[src/hw/rtl/bdpc_pkg.sv]
// Shared types and constants for the button debounce press classifier.
`default_nettype none

package bdpc_pkg;

    // Press classification codes
    typedef enum logic [1:0] {
        EVT_NONE  = 2'd0,
        EVT_SHORT = 2'd1,
        EVT_LONG  = 2'd2
    } t_event;

    // Register map indexes (byte address = 4 * index)
    localparam logic [1:0] REG_POLARITY_LOW    = 2'd0;
    localparam logic [1:0] REG_DEBOUNCE_LIMIT  = 2'd1;
    localparam logic [1:0] REG_LONG_HOLD_TICKS = 2'd2;

    // Reset values of the configuration registers
    localparam logic        RST_POLARITY_LOW    = 1'b1;
    localparam logic [7:0]  RST_DEBOUNCE_LIMIT  = 8'd3;
    localparam logic [31:0] RST_LONG_HOLD_TICKS = 32'd100;

    // Configuration as seen by the classifier core
    typedef struct packed {
        logic        polarity_low;
        logic [7:0]  debounce_limit;
        logic [31:0] long_hold_ticks;
    } t_cfg;

endpackage

`default_nettype wire

[src/hw/rtl/bdpc_cfg_regs.sv]
// APB register bank holding polarity, debounce limit and long-hold time.
`default_nettype none

module bdpc_cfg_regs (
    input  wire logic          i_clk,
    input  wire logic          i_rst_n,
    input  wire logic          psel,
    input  wire logic          penable,
    input  wire logic          pwrite,
    input  wire logic [3:0]    paddr,
    input  wire logic [31:0]   pwdata,
    output logic [31:0]        prdata,
    output logic               pready,
    output bdpc_pkg::t_cfg     o_cfg
);
    import bdpc_pkg::*;

    logic        r_polarity_low;
    logic [7:0]  r_debounce_limit;
    logic [31:0] r_long_hold_ticks;
    logic        wr_en;
    logic [1:0]  reg_idx;

    assign pready  = 1'b1;
    assign wr_en   = psel && penable && pwrite;
    assign reg_idx = paddr[3:2];

    // Write registers on the access phase
    always_ff @(posedge i_clk) begin
        if (!i_rst_n) begin
            r_polarity_low    <= RST_POLARITY_LOW;
            r_debounce_limit  <= RST_DEBOUNCE_LIMIT;
            r_long_hold_ticks <= RST_LONG_HOLD_TICKS;
        end else if (wr_en) begin
            case (reg_idx)
                REG_POLARITY_LOW:    r_polarity_low    <= pwdata[0];
                REG_DEBOUNCE_LIMIT:  r_debounce_limit  <= pwdata[7:0];
                REG_LONG_HOLD_TICKS: r_long_hold_ticks <= pwdata;
                default: ;
            endcase
        end
    end

    // Read back
    always_comb begin
        case (reg_idx)
            REG_POLARITY_LOW:    prdata = {31'd0, r_polarity_low};
            REG_DEBOUNCE_LIMIT:  prdata = {24'd0, r_debounce_limit};
            REG_LONG_HOLD_TICKS: prdata = r_long_hold_ticks;
            default:             prdata = 32'd0;
        endcase
    end

    assign o_cfg = '{polarity_low:    r_polarity_low,
                     debounce_limit:  r_debounce_limit,
                     long_hold_ticks: r_long_hold_ticks};

endmodule

`default_nettype wire

[src/hw/rtl/bdpc_core.sv]
// Debounce and press classification: input register, state update, result register.
`default_nettype none

module bdpc_core (
    input  wire logic           i_clk,
    input  wire logic           i_rst_n,
    input  bdpc_pkg::t_cfg      i_cfg,
    input  wire logic           i_in_valid,
    output logic                o_in_ready,
    input  wire logic           i_pin_level,
    input  wire logic           i_apply_polarity,
    input  wire logic [31:0]    i_tick_now,
    output logic                o_out_valid,
    input  wire logic           i_out_ready,
    output bdpc_pkg::t_event    o_press_event
);
    import bdpc_pkg::*;

    // Input stage
    logic        r_in_valid;
    logic        r_pin_level;
    logic        r_apply;
    logic [31:0] r_tick;

    // Block state
    logic        r_stable_pressed;
    logic [7:0]  r_bounce_count;
    logic [31:0] r_press_time;
    logic        r_long_done;

    // Result stage
    logic        r_out_valid;
    t_event      r_event;

    logic        advance;
    logic        pressed;
    logic        differ;
    logic [7:0]  cnt_inc;
    logic        flip;
    logic        rise;
    logic        fall;
    logic [31:0] held_old;
    logic [31:0] held_new;
    logic        is_short;
    logic        is_long;
    logic        long_base;
    logic        n_stable_pressed;
    logic [7:0]  n_bounce_count;
    logic [31:0] n_press_time;
    logic        n_long_done;
    t_event      n_event;

    assign advance    = r_in_valid && (!r_out_valid || i_out_ready);
    assign o_in_ready = !r_in_valid || advance;

    // Capture the incoming item
    always_ff @(posedge i_clk) begin
        if (!i_rst_n) begin
            r_in_valid <= 1'b0;
        end else if (o_in_ready) begin
            r_in_valid <= i_in_valid;
        end
    end

    always_ff @(posedge i_clk) begin
        if (o_in_ready && i_in_valid) begin
            r_pin_level <= i_pin_level;
            r_apply     <= i_apply_polarity;
            r_tick      <= i_tick_now;
        end
    end

    // Debounce, then classify the press
    always_comb begin
        pressed  = (r_apply && i_cfg.polarity_low) ? !r_pin_level : r_pin_level;
        differ   = pressed != r_stable_pressed;
        cnt_inc  = r_bounce_count + 8'd1;
        flip     = differ && (cnt_inc >= i_cfg.debounce_limit);
        rise     = flip && pressed;
        fall     = flip && !pressed;

        n_bounce_count   = (differ && !flip) ? cnt_inc : 8'd0;
        n_stable_pressed = flip ? pressed : r_stable_pressed;
        n_press_time     = rise ? r_tick : r_press_time;

        held_old  = r_tick - r_press_time;
        held_new  = rise ? 32'd0 : held_old;
        long_base = rise ? 1'b0 : r_long_done;

        is_short = fall && !r_long_done && (held_old < i_cfg.long_hold_ticks);
        is_long  = !is_short && n_stable_pressed && !long_base
                   && (held_new >= i_cfg.long_hold_ticks);

        n_long_done = is_long ? 1'b1 : long_base;

        if (is_short) begin
            n_event = EVT_SHORT;
        end else if (is_long) begin
            n_event = EVT_LONG;
        end else begin
            n_event = EVT_NONE;
        end
    end

    // Update state as the item moves into the result register
    always_ff @(posedge i_clk) begin
        if (!i_rst_n) begin
            r_stable_pressed <= 1'b0;
            r_bounce_count   <= 8'd0;
            r_press_time     <= 32'd0;
            r_long_done      <= 1'b0;
        end else if (advance) begin
            r_stable_pressed <= n_stable_pressed;
            r_bounce_count   <= n_bounce_count;
            r_press_time     <= n_press_time;
            r_long_done      <= n_long_done;
        end
    end

    // Result register
    always_ff @(posedge i_clk) begin
        if (!i_rst_n) begin
            r_out_valid <= 1'b0;
        end else if (advance) begin
            r_out_valid <= 1'b1;
        end else if (i_out_ready) begin
            r_out_valid <= 1'b0;
        end
    end

    always_ff @(posedge i_clk) begin
        if (advance) begin
            r_event <= n_event;
        end
    end

    assign o_out_valid   = r_out_valid;
    assign o_press_event = r_event;

    // A long report leaves the button held and the long flag set
    a_long_sets_flag: assert property (@(posedge i_clk) disable iff (!i_rst_n)
        advance && (n_event == EVT_LONG) |=> r_long_done && r_stable_pressed)
        else $error("long press without held state");

    // A short report leaves the button released
    a_short_released: assert property (@(posedge i_clk) disable iff (!i_rst_n)
        advance && (n_event == EVT_SHORT) |=> !r_stable_pressed)
        else $error("short press while still held");

    // The long flag only rises together with a long result
    a_long_flag_rise: assert property (@(posedge i_clk) disable iff (!i_rst_n)
        $rose(r_long_done) |-> r_out_valid && (r_event == EVT_LONG))
        else $error("long flag set without long result");

    // State holds while the result side stalls
    a_stall_holds_state: assert property (@(posedge i_clk) disable iff (!i_rst_n)
        r_out_valid && !i_out_ready |=> $stable(r_stable_pressed) && $stable(r_long_done))
        else $error("state changed during output stall");

endmodule

`default_nettype wire

[src/hw/rtl/button_debounce_press_classifier_top.sv]
// Top level: button debouncer with short and long press classification.
//
// Usage:
//   The slave stream carries one poll per item: tdata[0] is the pin level,
//   tdata[32:1] the free-running tick count, tuser[0] selects whether the
//   active-low polarity register is applied. Each poll produces exactly one
//   result item on the master stream: tdata[1:0] = 0 none, 1 short press,
//   2 long press.
//   An accepted poll is captured by the input register, and its event is
//   then taken by the result register once the master side can accept it.
//   Throughput is one poll per cycle while the master side does not stall;
//   the state update is a single compare-and-subtract step.
//   When the master side stalls, the result register holds and the input
//   register keeps one more poll; further polls see tready low.
//   The APB port at byte addresses 0, 4, 8 holds polarity_low,
//   debounce_limit and long_hold_ticks; write it only while no poll is in
//   flight. pready is always high.
//   Reset (synchronous, active low) empties both stages, clears the
//   debounce state and loads the register defaults 1, 3 and 100.
`default_nettype none

module button_debounce_press_classifier_top (
    input  wire logic        i_clk,
    input  wire logic        i_rst_n,
    // APB configuration
    input  wire logic        psel,
    input  wire logic        penable,
    input  wire logic        pwrite,
    input  wire logic [3:0]  paddr,
    input  wire logic [31:0] pwdata,
    output logic [31:0]      prdata,
    output logic             pready,
    // Poll stream
    input  wire logic        s_axis_tvalid,
    output logic             s_axis_tready,
    input  wire logic [39:0] s_axis_tdata,  // [0] pin_level, [32:1] tick_now, [39:33] zero
    input  wire logic [0:0]  s_axis_tuser,  // [0] apply_polarity
    // Result stream
    output logic             m_axis_tvalid,
    input  wire logic        m_axis_tready,
    output logic [7:0]       m_axis_tdata   // [1:0] press_event, [7:2] zero
);
    import bdpc_pkg::*;

    t_cfg   cfg;
    t_event press_event;

    bdpc_cfg_regs u_cfg (
        .i_clk   (i_clk),
        .i_rst_n (i_rst_n),
        .psel    (psel),
        .penable (penable),
        .pwrite  (pwrite),
        .paddr   (paddr),
        .pwdata  (pwdata),
        .prdata  (prdata),
        .pready  (pready),
        .o_cfg   (cfg)
    );

    bdpc_core u_core (
        .i_clk            (i_clk),
        .i_rst_n          (i_rst_n),
        .i_cfg            (cfg),
        .i_in_valid       (s_axis_tvalid),
        .o_in_ready       (s_axis_tready),
        .i_pin_level      (s_axis_tdata[0]),
        .i_apply_polarity (s_axis_tuser[0]),
        .i_tick_now       (s_axis_tdata[32:1]),
        .o_out_valid      (m_axis_tvalid),
        .i_out_ready      (m_axis_tready),
        .o_press_event    (press_event)
    );

    assign m_axis_tdata = {6'd0, press_event};

endmodule

`default_nettype wire
[config.mk]
export PLATFORM = sky130hd
export DESIGN_NAME = button_debounce_press_classifier_top
export DESIGN_NICKNAME = d
export VERILOG_FILES = /design/src/hw/rtl/bdpc_pkg.sv /design/src/hw/rtl/bdpc_cfg_regs.sv /design/src/hw/rtl/bdpc_core.sv /design/src/hw/rtl/button_debounce_press_classifier_top.sv
export SDC_FILE = /design/constraint.sdc
export NUM_CORES = 1
export LEC_CHECK = 0
export ABC_AREA = 1
export BUFFER_PORTS_ARGS = -buffer_cell sky130_fd_sc_hd__buf_2
export CAP_MARGIN = 25
export CORE_UTILIZATION = 37
export CTS_BUF_LIST = sky130_fd_sc_hd__clkbuf_4
export CTS_CLUSTER_DIAMETER = 40
export DETAILED_ROUTE_END_ITERATION = 12
export GPL_ROUTABILITY_DRIVEN = 0
export GPL_TIMING_DRIVEN = 0
export PLACE_DENSITY = 0.6
export REMOVE_ABC_BUFFERS = 1
export SYNTH_ARGS = -nofsm -noshare
export SYNTH_HDL_FRONTEND = slang
export SYNTH_SLANG_ARGS = --single-unit
[constraint.sdc]
create_clock -name i_clk -period 4.01 [get_ports i_clk]
set_input_delay 0 -clock i_clk [delete_from_list [all_inputs] [get_ports i_clk]]
set_output_delay 0 -clock i_clk [all_outputs]
set_load 0.01 [all_outputs]
**Word level (Yosys, flattened, before mapping)**

Cells that the tools add are included.

- Reduce and logical (&&, ||, !) cells: 30
- Order comparisons: 3
- $add $sub $neg: 2
- Equality and inequality tests: 3
- Muxes and demuxes: 10

Operators with widths:

| operator | number |
|---|---|
| 32-bit case mux with 3 select lines | 1 |
| 32-bit >= comparator | 1 |
| 32-bit < comparator | 1 |
| 32-bit two-way mux | 1 |
| 32-bit subtractor | 1 |
| 1-bit logical AND | 14 |
| 8-bit by 1-bit adder with 8-bit output (second input constant) | 1 |
| 8-bit >= comparator | 1 |
| 1-bit zero test | 8 |
| 8-bit two-way mux | 1 |
| 2-bit AND reduction | 4 |
| 1-bit two-way mux | 6 |
| 2-bit by 1-bit equality test with 1-bit output (second input constant) | 1 |
| 2-bit equality test (second input constant) | 1 |
| 2-bit zero test | 1 |
| 1-bit logical OR | 2 |
| 2-bit two-way mux | 1 |
| 2-bit nonzero test | 1 |
| 1-bit != test | 1 |

- Word-level logic and storage cells: 61
- Bits in registers: 121
- Output and inout port bits: 43
- Bits of input ports: 84

**Logic depth before layout (Yosys ltp)**

Gate-level depths: netlist of run 1.

- Word-level depth: 12
- Gate-level depth with buffers: 30
- Depth with buffers taken out: 29

**Hierarchy**

From an unflattened synthesis of run 1, not the netlist that was laid out.

- Cell total of the unflattened synthesis: 1301
- Area total of the unflattened synthesis: 9002.4 µm²

By module, submodules not included:

| module | times used | area each (µm²) | seq. area each (µm²) | cells each |
|---|---|---|---|---|
| bdpc_core | 1 | 6874.1 | 1961.9 | 952 |
| bdpc_cfg_regs | 1 | 2079.5 | 820.8 | 342 |
| button_debounce_press_classifier_top | 1 | 48.8 | 0.0 | 7 |

**Worst setup path before layout of run 1**

Ideal clock, no wire load.

- Kind: register -> register
- Start: register u_core.r_bounce_count[0]
- End: register u_core.r_event[1], in the netlist u_core.o_press_event[1] (data pin)
- Data arrival time: 2.970 ns
- Stages on the path, launching flop included: 25
- Slack: 0.791 ns
- Clock period less this slack: 3.219 ns
- Required time: 3.760 ns
- Path buffers: 1
- Setup time: 0.250 ns
- Cells stage by stage: dfxtp_1 -> ha_1 -> nand3_1 -> nand3b_1 -> xor2_1 -> ha_1 -> nand2_1 -> o21a_1 -> nand2_2 -> nand2_4 -> nor2_8 -> inv_1 -> buf_2 -> nand2_1 -> inv_1 -> ha_1 -> a21o_1 -> nor2_1 -> nand2_1 -> nand2_1 -> nand2_1 -> nand2_1 -> nand3_1 -> nand2_1 -> inv_1

- Cells in the longest elaborated chain, start to end: 11
- Elaborated cells between the ends (all ways): 17
- Those cells by class: add/sub: 1; order compare: 2; mux: 4; reduce/logical: 10

Ends and longest elaborated chain:

| element | RTL line | source |
|---|---|---|
| start, declared | bdpc_core.sv:27 | `logic [7:0] r_bounce_count;` |
| start signal, assigned | bdpc_core.sv:114 | `r_bounce_count <= n_bounce_count;` |
| 8-bit by 1-bit adder with 8-bit output (*) | bdpc_core.sv:77 | `cnt_inc = r_bounce_count + 8'd1;` |
| 8-bit >= comparator (*) | bdpc_core.sv:78 | `flip = differ && (cnt_inc >= i_cfg.debounce_limit);` |
| 1-bit logical AND (*) | bdpc_core.sv:78 |  |
| parallel branches: the longest is 8 deep, another holds 32-bit >= comparator | n/a |  |
| end signal, assigned | bdpc_core.sv:133 | `r_event <= n_event;` |
| end, declared | bdpc_core.sv:33 | `t_event r_event;` |

Mark *: on every way between the ends.
A chain may end at the register's enable or synchronous reset.

**Worst setup path after layout of run 1**

Ends and elaborated chain as after synthesis.

==> results of run 1 <==
-- what timing repair did --
action	CTS	global route
endpoints found under the hold margin	84	0
setup endpoints to repair	0	2
hold buffers	79	0
resized for setup	0	2
buffers inserted	0	3
-- power by group through the flow --
stage / registers [mW] / clock network, mW / logic (mW)
floorplan: 1.35 / 0 / 0.659
global placement: 1.36 / 0 / 0.876
detailed placement: 1.36 / 0 / 0.897
CTS: 1.33 / 0.926 / 0.955
global route: 1.34 / 0.972 / 1.11
finish: 1.33 / 0.890 / 0.962
-- final timing paths --
path / slack [ns] / cells after the start / endpoint / startpoint
setup reg to reg: 0.39 / 25 / u_core.o_press_event[1] / u_core.r_bounce_count[0]
hold / removal: 0.02 / 5 / u_cfg.r_long_hold_ticks[2] / penable
hold reg to reg: 0.46 / 2 / u_core.r_press_time[7] / u_core.r_press_time[7]
setup / recovery: 0.39 / 25 / u_core.o_press_event[1] / u_core.r_bounce_count[0]
-- critical path, cell delays in order, from the launching register on --
cell,delay [ns]
dfxtp_2,0.40
ha_1,0.19
nand3_1,0.11
nand3b_1,0.19
xor2_1,0.17
ha_1,0.28
nand2_1,0.06
o21a_1,0.21
nand2_2,0.12
nand2_4,0.10
nor2_8,0.18
clkinvlp_4,0.10
buf_4,0.18
nand2_1,0.07
inv_1,0.04
ha_1,0.28
nand2_1,0.07
nand2_1,0.05
nand3_1,0.07
nand2_1,0.06
a21oi_1,0.12
nand2_1,0.08
nand2_1,0.06
nand3_1,0.08
nand2_1,0.07
inv_1,0.04
-- layout make-up --
cell class	instances	area (sq um)
Multi-Input combinational cell	810	4820
Sequential cell	121	2780
Antenna cell	1	2.50
Timing Repair Buffer	193	1380
Clock inverter	15	153
Fill cell	2315	12200
Inverter	190	717
Tap cell	285	357
Clock buffer	17	128
-- state kept, by name, indices dropped and copies added, names as in the netlist, 2 cells and up --
| signal | flops |
|---|---|
| u_core.r_tick | 32 |
| u_cfg.r_long_hold_ticks | 32 |
| u_core.r_bounce_count | 8 |
| u_cfg.r_debounce_limit | 8 |
| u_core.o_press_event | 2 |
| u_core.r_press_time | 32 |
-- through the flow --
stage / util (%) / instance area (sq um) / setup WS, ns / cells / hold WS [ns]
2_1_floorplan: - / 8310 / 0.655 / 1120 / 0.0841
3_3_place_gp: 40.8 / 9210 / 0.107 / 1515 / 0.178
3_5_place_dp: 40.9 / 9230 / 0.114 / 1516 / 0.178
4_1_cts: 45.6 / 10300 / 0.0882 / 1627 / 0.00122
5_1_grt: 45.8 / 10300 / 0.00309 / 1632 / 0.0131
6_report: 45.8 / 10300 / 0.391 / 1632 / 0.0223
-- cells by family after synthesis --
logic type	after synthesis
xor gates and xnor gates	24
DFF	121
other	2
buffers and inverters	225
adders and majority gates	104
AOI/OAI and AO/OA	280
and+or+nand+nor	394
-- layout by cell type (no fill, tap or decap), types with 17 or more instances in the layout --
cell type	Yosys	final
xor2_1	18	18
edfxtp_1	36	36
dfxtp_1	85	84
ha_1	103	103
inv_1	184	182
nand3_1	35	35
o21ai_1	33	33
nor2_1	99	99
buf_2	10	110
dlygate4sd3_1	0	79
a21oi_1	142	142
nand2_1	209	209
clkbuf_4	0	17
o21ai_0	59	59
-- routing by layer --
layer,track usage [%],up-vias,wire length [um]
met5,0,-,0
met4,5.86,0,329
met3,2.78,23,657
met2,30.9,136,9670
met1,23.9,3518,10500
li1,-,4127,-
-- synth_stat cells, types with 3 or more instances --
master    number  area share, %
buf_4         10           0.89
o21a_1         6           0.53
nor3_1        10           0.59
xnor2_1        5           0.52
o21bai_1       6           0.53
o21ai_2        3           0.31
xor2_1        18            1.9
ha_1         103             15
dfxtp_1       85             20
o21ai_0       59            3.5
nand2_4        3           0.40
a21oi_1      142            8.4
inv_1        184            8.1
clkbuf_1      14           0.62
nand3_2        4           0.47
nor2_4         4           0.53
nor2_1        99            4.4
inv_2          6           0.27
nand2_1      209            9.3
a21o_1         4           0.35
a21oi_2        5           0.52
nand3b_1       4           0.35
edfxtp_1      36             13
o22ai_1        7           0.52
o211ai_1       6           0.53
nand2_2        8           0.59
buf_2         10           0.59
nand4_1        7           0.52
o21ai_1       33            1.9
nand3_1       35            2.1
nor2_2         4           0.30
==> impl_metrics.toml, run 1 <==
[run_status]
status = "finished clean"

[logic_synthesis]
muxShareOfSynthArea_pct = 0
synth-xor-area-share_pct = 2.57
syn-cell-area_sq_um = 8480
async_reset_ff_share_pct = 0
yosys.area_share.simple_pct = 20.4
synth-compound-area-share_pct = 18.1
synth_top_family_by_area = "simple AND/OR/NAND/NOR gates"
ys_types = 49
synthFlopType = "dfxtp_1"
ys_ff_latch = 121
ys_seq_area_share_pct = 32.8
synth_edf_count = 36
synthAdderAreaFrac_pct = 15.4
yosysWarningCount = 0
synth_cells = 1150
syn_area_per_cell_sq_um = 7.37

[sta]
slew_violations = 0
tightest_slew_ns = 0.904
hold_viol = 0
fin_tns_setup_ns = 0
rsz0062_at_grt = "no"
finClkSkew_ns = 0.0198
fmax_ghz = 0.276
timing.final.crit_share_pct = 90.2
slew_headroom_pct = 39.6
setup_viol = 0
min_period_ns = 3.62

[grt]
grt_antenna_before_repair = 1
grt_max_degree = 65
grt_pass1_vias = 7209
grt_pass1_wl_um = 34400
grt_use_total_pct = 18.3
grt_overflow = 0

[pwr]
p_comb_share_pct = 30.2
ir_drop_mv = 0.152
power_per_cell_area_nw_per_um2 = 308
seqPwrFrac_pct = 41.8
p_switching_mw = 1.11
p_sw_share_pct = 34.9
p_clk_share_pct = 28.0
p_int_mw = 2.07
power_mw = 3.18
p_leak_nw = 4.69

[detailed_routing]
viasPerCell = 4.78
ant_nets = 0
wl_um = 21100
wl_per_cell_um = 12.9
drc = 0
drt_iter0_drc = 378
vias = 7804
dr.pass1.iters = 5

[layout]
area_delta_synth_final_pct = 22.1
drive_above_1_share_pct = 14.6
layout.nets = 1521

[cts]
clkSinkCount = 121
cts_buffers = 17
tritoncts = "yes"
cts_root_buffer = "clkbuf_4"
clk_pin_slew_ns = 0.12
clk_latency_ns = 0.56
htreeDepth = 4
clk_path_buf_depth = 2

[worst_setup_path]
critPathMaxFanout = 12
path_class = "flop to flop"
worstPathRequired_ns = 4.35
arrival_ns = 3.96
setup.worst_path.start_class = "flop"
crit_path_end_kind = "flop"

[floorplan]
io_pins = 127
num_rows = 55
die_w_um = 153
start_util_pct = 37.5
die_h_um = 153
core_area_sq_um = 22600
fp.dieArea_sq_um = 23500

[placement]
portBuffers = 110
dp_hpwl_um = 15900

[hold_path]
hp-class = "input port to flop"

[job]
maxCapViolCount = 0
Note: power is estimated with default switching activity, not from simulation.
==> inputs of run 2 (changes only) <==
Settings changed: RECOVER_POWER set to 50.
==> run 2 against run 1 <==
Die area unchanged. Non-clock buffer count did not move. Hold slack improved by 0.0022 ns. Setup slack improved by 0.0021 ns. Register-to-register slack barely moved. Wire length shrank 0.11%. Flip-flop and latch count unchanged. Combinational power is essentially flat. Clock power hardly changed. Via count down 0.40%. Power down 0.13%. First-iteration DRC count decreased by 4.2%. Highest routed layer unchanged.
==> impl_metrics.toml, run 2 (synthesis gave the netlist of run 1 again) <==
[worst_setup_path]
critPathMaxFanout = 12
cp_top_family = "simple AND/OR/NAND/NOR gates"
cp_slowest_stage_delay_ns = 0.40
worstPathRequired_ns = 4.35
arrival_ns = 3.95
reg2reg_slack_ns = 0.39
path_buf_inv = 4
crit_top_cell = "nand2_1"
crit_path_end_kind = "flop"
reg2regPathDepth = 25
r2r_end = "u_core.o_press_event[1]"
path_class = "flop to flop"
crit_slowest_cell = "dfxtp_2"
setup.worst_path.start_class = "flop"
r2r-start = "u_core.r_bounce_count[0]"

[sta]
finClkSkew_ns = 0.0214
layout_setup_ws_ns = 0.393
slew_violations = 0
fmax_ghz = 0.277
slew_headroom_pct = 4.96
fin_tns_setup_ns = 0
timing.final.crit_share_pct = 90.2
rsz0062_at_grt = "no"
tightest_slew_ns = 1.43
min_period_ns = 3.62
setup_viol = 0
hold_viol = 0

[cts]
cts_buffers = 17
htreeDepth = 4
clk_latency_ns = 0.56
clk_path_buf_depth = 2
cts_root_buffer = "clkbuf_4"
tritoncts = "yes"
clk_pin_slew_ns = 0.12
clkSinkCount = 121

[grt]
grt_antenna_before_repair = 1
grt_pass1_wl_um = 34400
grt_max_degree = 65
grt_pass1_vias = 7209
grt_use_total_pct = 18.3
grt_overflow = 0

[detailed_routing]
dr.pass1.iters = 5
drt_iter0_drc = 362
ant_nets = 0
wl_per_cell_um = 12.9
wl_um = 21100
viasPerCell = 4.76
vias = 7773
drc = 0

[pwr]
power_per_cell_area_nw_per_um2 = 309
ir_drop_mv = 0.152
p_leak_nw = 4.55

[layout]
fin_area_sq_um = 10300
area_delta_synth_final_pct = 21.5
top_regs = "u_cfg.r_long_hold_ticks: 32 flops, u_core.r_press_time: 32 flops, u_core.r_tick: 32 flops"
fin_cells = 1632
layout_commonest_cell = "nand2_1"
post-route-util_pct = 45.6
nFillCells = 2334
layout.nets = 1521
final_cell_mix = "nand2_1 (210), inv_1 (185), a21oi_1 (142), ha_1 (103), nor2_1 (99)"
drive_above_1_share_pct = 11.5

[floorplan]
fp.dieArea_sq_um = 23500
die_h_um = 153
io_pins = 127
num_rows = 55
die_w_um = 153
core_area_sq_um = 22600
start_util_pct = 37.5

[job]
maxCapViolCount = 0

[hold_path]
min_path_cells = 5
min-delay-start = "penable"
hp-class = "input port to flop"
hold_end = "u_cfg.r_long_hold_ticks[2]"

[placement]
dpl_cell_area_sq_um = 9230
post-place-ws_ns = 0.114
portBuffers = 110
dp_hpwl_um = 15900
dp.cells = 1516

[run_status]
status = "finished clean"
run 2: layout make-up:
cell class	instances	area (sq um)	area share (%)
Multi-Input combinational cell	810	4820	46.8
Timing Repair Buffer	193	1340	13.0
Sequential cell	121	2780	27.0
Clock buffer	17	128	1.24
Tap cell	285	357	3.46
Clock inverter	15	153	1.48
Inverter	190	717	6.96
Antenna cell	1	2.50	0.0243
run 2: tightest hold or removal path: cells and delay by family:
kind	cells	cell delay (ns)
buffers and inverters	1	0.09
AND/OR/NAND/NOR	3	0.35
AO/OA/AOI/OAI	1	0.08
run 2: how the worst max path moves through the flow:
stage | from | end | cells past startpoint
floorplan | u_core.r_bounce_count[0] | u_core.o_press_event[1] | 23
global placement | u_core.r_bounce_count[0] | u_core.o_press_event[1] | 24
detailed placement | u_core.r_bounce_count[0] | u_core.o_press_event[1] | 26
CTS | u_core.r_bounce_count[0] | u_core.o_press_event[1] | 24
global route | u_core.r_bounce_count[0] | u_core.o_press_event[1] | 25
finish | u_core.r_bounce_count[0] | u_core.o_press_event[1] | 25
run 2: metal layers:
layer | global-route usage, % | wire, um | up-vias
met5 | 0 | 0 | -
met4 | 5.86 | 329 | 0
met3 | 2.78 | 682 | 24
met2 | 30.9 | 9640 | 137
met1 | 23.9 | 10400 | 3486
li1 | - | - | 4126
run 2: through the flow:
step	hold WS, ns	total power, mW
3_3_place_gp	0.178	2.23
5_1_grt	0.0131	3.42
3_5_place_dp	0.178	2.26
4_1_cts	0.00122	3.21
2_1_floorplan	0.0841	2.01
6_report	0.0246	3.18
run 2: timing repair:
| action | CTS | global route |
|---|---|---|
| endpoints found under the setup margin | 0 | 2 |
| endpoints found under the hold margin | 84 | 0 |
| hold buffers | 79 | 0 |
| buffers inserted | 0 | 3 |
| gates resized for setup | 0 | 2 |
run 2: power breakdown:
| part | internal [mW] | total (mW) | switching (mW) | leakage (nW) |
|---|---|---|---|---|
| logic | 0.392 | 0.959 | 0.567 | 3.37 |
| clock network | 0.369 | 0.888 | 0.520 | 0.140 |
| registers | 1.31 | 1.33 | 0.0229 | 1.04 |
| total | 2.07 | 3.18 | 1.11 | 4.55 |
==> inputs of run 3 (changes only) <==
Settings changed: CORE_ASPECT_RATIO set to 0.9, MAX_ROUTING_LAYER set to met4.
==> run 3 against run 2 <==
The flow now finishes with violations (max-capacitance violations, max-slew violations). First-iteration DRC count is 5.8% lower. Clock skew rose by 0.0029 ns. Via count grew 2.3%. Global-route usage rose by 1.0 points. Flip-flop and latch count stayed put. Wire length is 2.8% higher. Clock power down 0.8%. Count of clock-buffer cells in the layout rose by 2. Cell count is 1.5% higher. Register-to-register slack about the same. Final area increased by 1.1%. Critical endpoint unchanged. Largest cell class unchanged.
==> impl_metrics.toml, run 3 (synthesis gave the netlist of run 1 again) <==
[grt]
grt_max_degree = 65
grt_overflow = 0
grt_antenna_before_repair = 1
grt_pass1_vias = 7451
grt_pass1_wl_um = 35100
grt_use_total_pct = 19.3

[pwr]
p_clk_share_pct = 27.7
power_mw = 3.18
p_int_mw = 2.08
p_sw_share_pct = 34.6
p_leak_nw = 4.57
seqPwrFrac_pct = 41.8
power_per_cell_area_nw_per_um2 = 306
p_switching_mw = 1.10
ir_drop_mv = 0.178
p_comb_share_pct = 30.5

[floorplan]
num_rows = 52
core_area_sq_um = 22400
fp.dieArea_sq_um = 23500
start_util_pct = 37.8
io_pins = 127
die_h_um = 146
die_w_um = 162

[layout]
post-route-util_pct = 46.4
final_cell_mix = "nand2_1 (210), inv_1 (185), a21oi_1 (142), ha_1 (103), nor2_1 (99)"
top_regs = "u_cfg.r_long_hold_ticks: 32 flops, u_core.r_press_time: 32 flops, u_core.r_tick: 32 flops"
layout.nets = 1533
nFillCells = 2269
layout_commonest_cell = "nand2_1"
fin_area_sq_um = 10400
drive_above_1_share_pct = 11.2
area_delta_synth_final_pct = 22.8

[sta]
tightest_slew_ns = 2.00
slew_violations = 84
min_period_ns = 3.61
finClkSkew_ns = 0.0243
fmax_ghz = 0.277
fin_tns_setup_ns = 0
timing.final.crit_share_pct = 89.9
layout_setup_ws_ns = 0.403
rsz0062_at_grt = "no"
setup_viol = 0
hold_viol = 0
slew_headroom_pct = -33.1

[cts]
clk_pin_slew_ns = 0.11
tritoncts = "yes"
clk_path_buf_depth = 2
cts_buffers = 17
cts_root_buffer = "clkbuf_4"
clkSinkCount = 121
htreeDepth = 4
clk_latency_ns = 0.54

[placement]
dpl_cell_area_sq_um = 9250
dp_hpwl_um = 16000
post-place-ws_ns = 0.0984
portBuffers = 110

[worst_setup_path]
cp_slowest_stage_delay_ns = 0.39
crit_path_end_kind = "flop"
worstPathRequired_ns = 4.32
crit_top_cell = "nand2_1"
critPathMaxFanout = 6
cp_cell_sequence = "ha_1 -> nand3_1 -> nand3b_1 -> xor2_1 -> ha_1 -> nand2_1 -> o21a_1 -> nand2_2 -> nand2_4 -> nor2_8 -> clkinvlp_4 -> nand2_1 -> inv_1 -> ha_1 -> a21oi_1 -> nor2_1 -> nor2_1 -> nand2_1 -> nand2_1 -> nand2_1 -> nand2_1 -> nand3_1 -> nand2_1 -> inv_1"
arrival_ns = 3.91
setup.worst_path.start_class = "flop"
path_class = "flop to flop"
crit_slowest_cell = "dfxtp_2"

[detailed_routing]
ant_nets = 0
drt_iter0_drc = 341
wl_per_cell_um = 13.1
dr.pass1.iters = 5
wl_um = 21700
vias = 7955
drc = 0
viasPerCell = 4.80

[job]
maxCapViolCount = 2

[run_status]
status = "finished, violations left"
violations = "max-capacitance violations, max-slew violations"

[hold_path]
hp-class = "input port to flop"
[run 3: path summary, 6_finish.rpt]
path | slack (ns) | start | depth (start not counted) | to
worst max-delay path | 0.40 | u_core.r_bounce_count[0] | 24 | u_core.o_press_event[1]
worst min-delay path | 0.16 | s_axis_tdata[19] | 2 | u_core.r_tick[18]
worst max register to register | 0.40 | u_core.r_bounce_count[0] | 24 | u_core.o_press_event[1]
worst min register to register | 0.47 | u_core.r_press_time[8] | 2 | u_core.r_press_time[8]
[run 3: final cells by class]
cell class / count / area, sq um / area share [%]
well taps: 297 / 372 / 3.57
flip-flops and latches: 121 / 2780 / 26.7
repair inverters: 1 / 7.51 / 0.0721
clock inverters: 13 / 130 / 1.25
diodes: 2 / 5.00 / 0.0481
clock buffers: 19 / 143 / 1.37
inverters: 190 / 717 / 6.89
multi-input cells: 810 / 4820 / 46.3
repair buffers: 204 / 1430 / 13.8
[run 3: metrics by stage]
| step | instances | hold slack, ns |
|---|---|---|
| floorplan | 1120 | 0.0841 |
| global placement | 1527 | 0.179 |
| detailed placement | 1528 | 0.178 |
| CTS | 1651 | 0.114 |
| global route | 1657 | 0.115 |
| finish | 1657 | 0.161 |
[run 3: routing by layer]
layer,global-route usage (%),vias to the layer above,wire length (um)
li1,-,4170,-
met4,4.86,0,296
met1,25.0,3624,10800
met2,31.3,144,9750
met3,3.08,17,854
met5,-,-,0
[run 3: power by group through the flow]
| stage | clock network [mW] | logic, mW | registers (mW) |
|---|---|---|---|
| final | 0.881 | 0.971 | 1.33 |
| after global routing | 0.963 | 1.13 | 1.34 |
| after floorplan | 0 | 0.659 | 1.35 |
| after CTS | 0.919 | 0.965 | 1.33 |
| after global placement | 0 | 0.877 | 1.36 |
| after detailed placement | 0 | 0.898 | 1.36 |
[run 3: repair_timing]
action,in CTS,in global routing
gates resized for setup,0,3
setup endpoints to repair,0,2
endpoints found under the hold margin,100,0
setup buffers,0,2
hold buffers,91,0
[run 3: critical path: cells and delay by family, from the launching register on]
| family | cells | cell delay [ns] |
|---|---|---|
| and+or+nand+nor | 15 | 1.45 |
| xor gates and xnor gates | 1 | 0.17 |
| buffers and inverters | 3 | 0.27 |
| AOI/OAI and AO/OA | 2 | 0.36 |
| adders and majority gates | 3 | 0.75 |
| DFF | 1 | 0.39 |
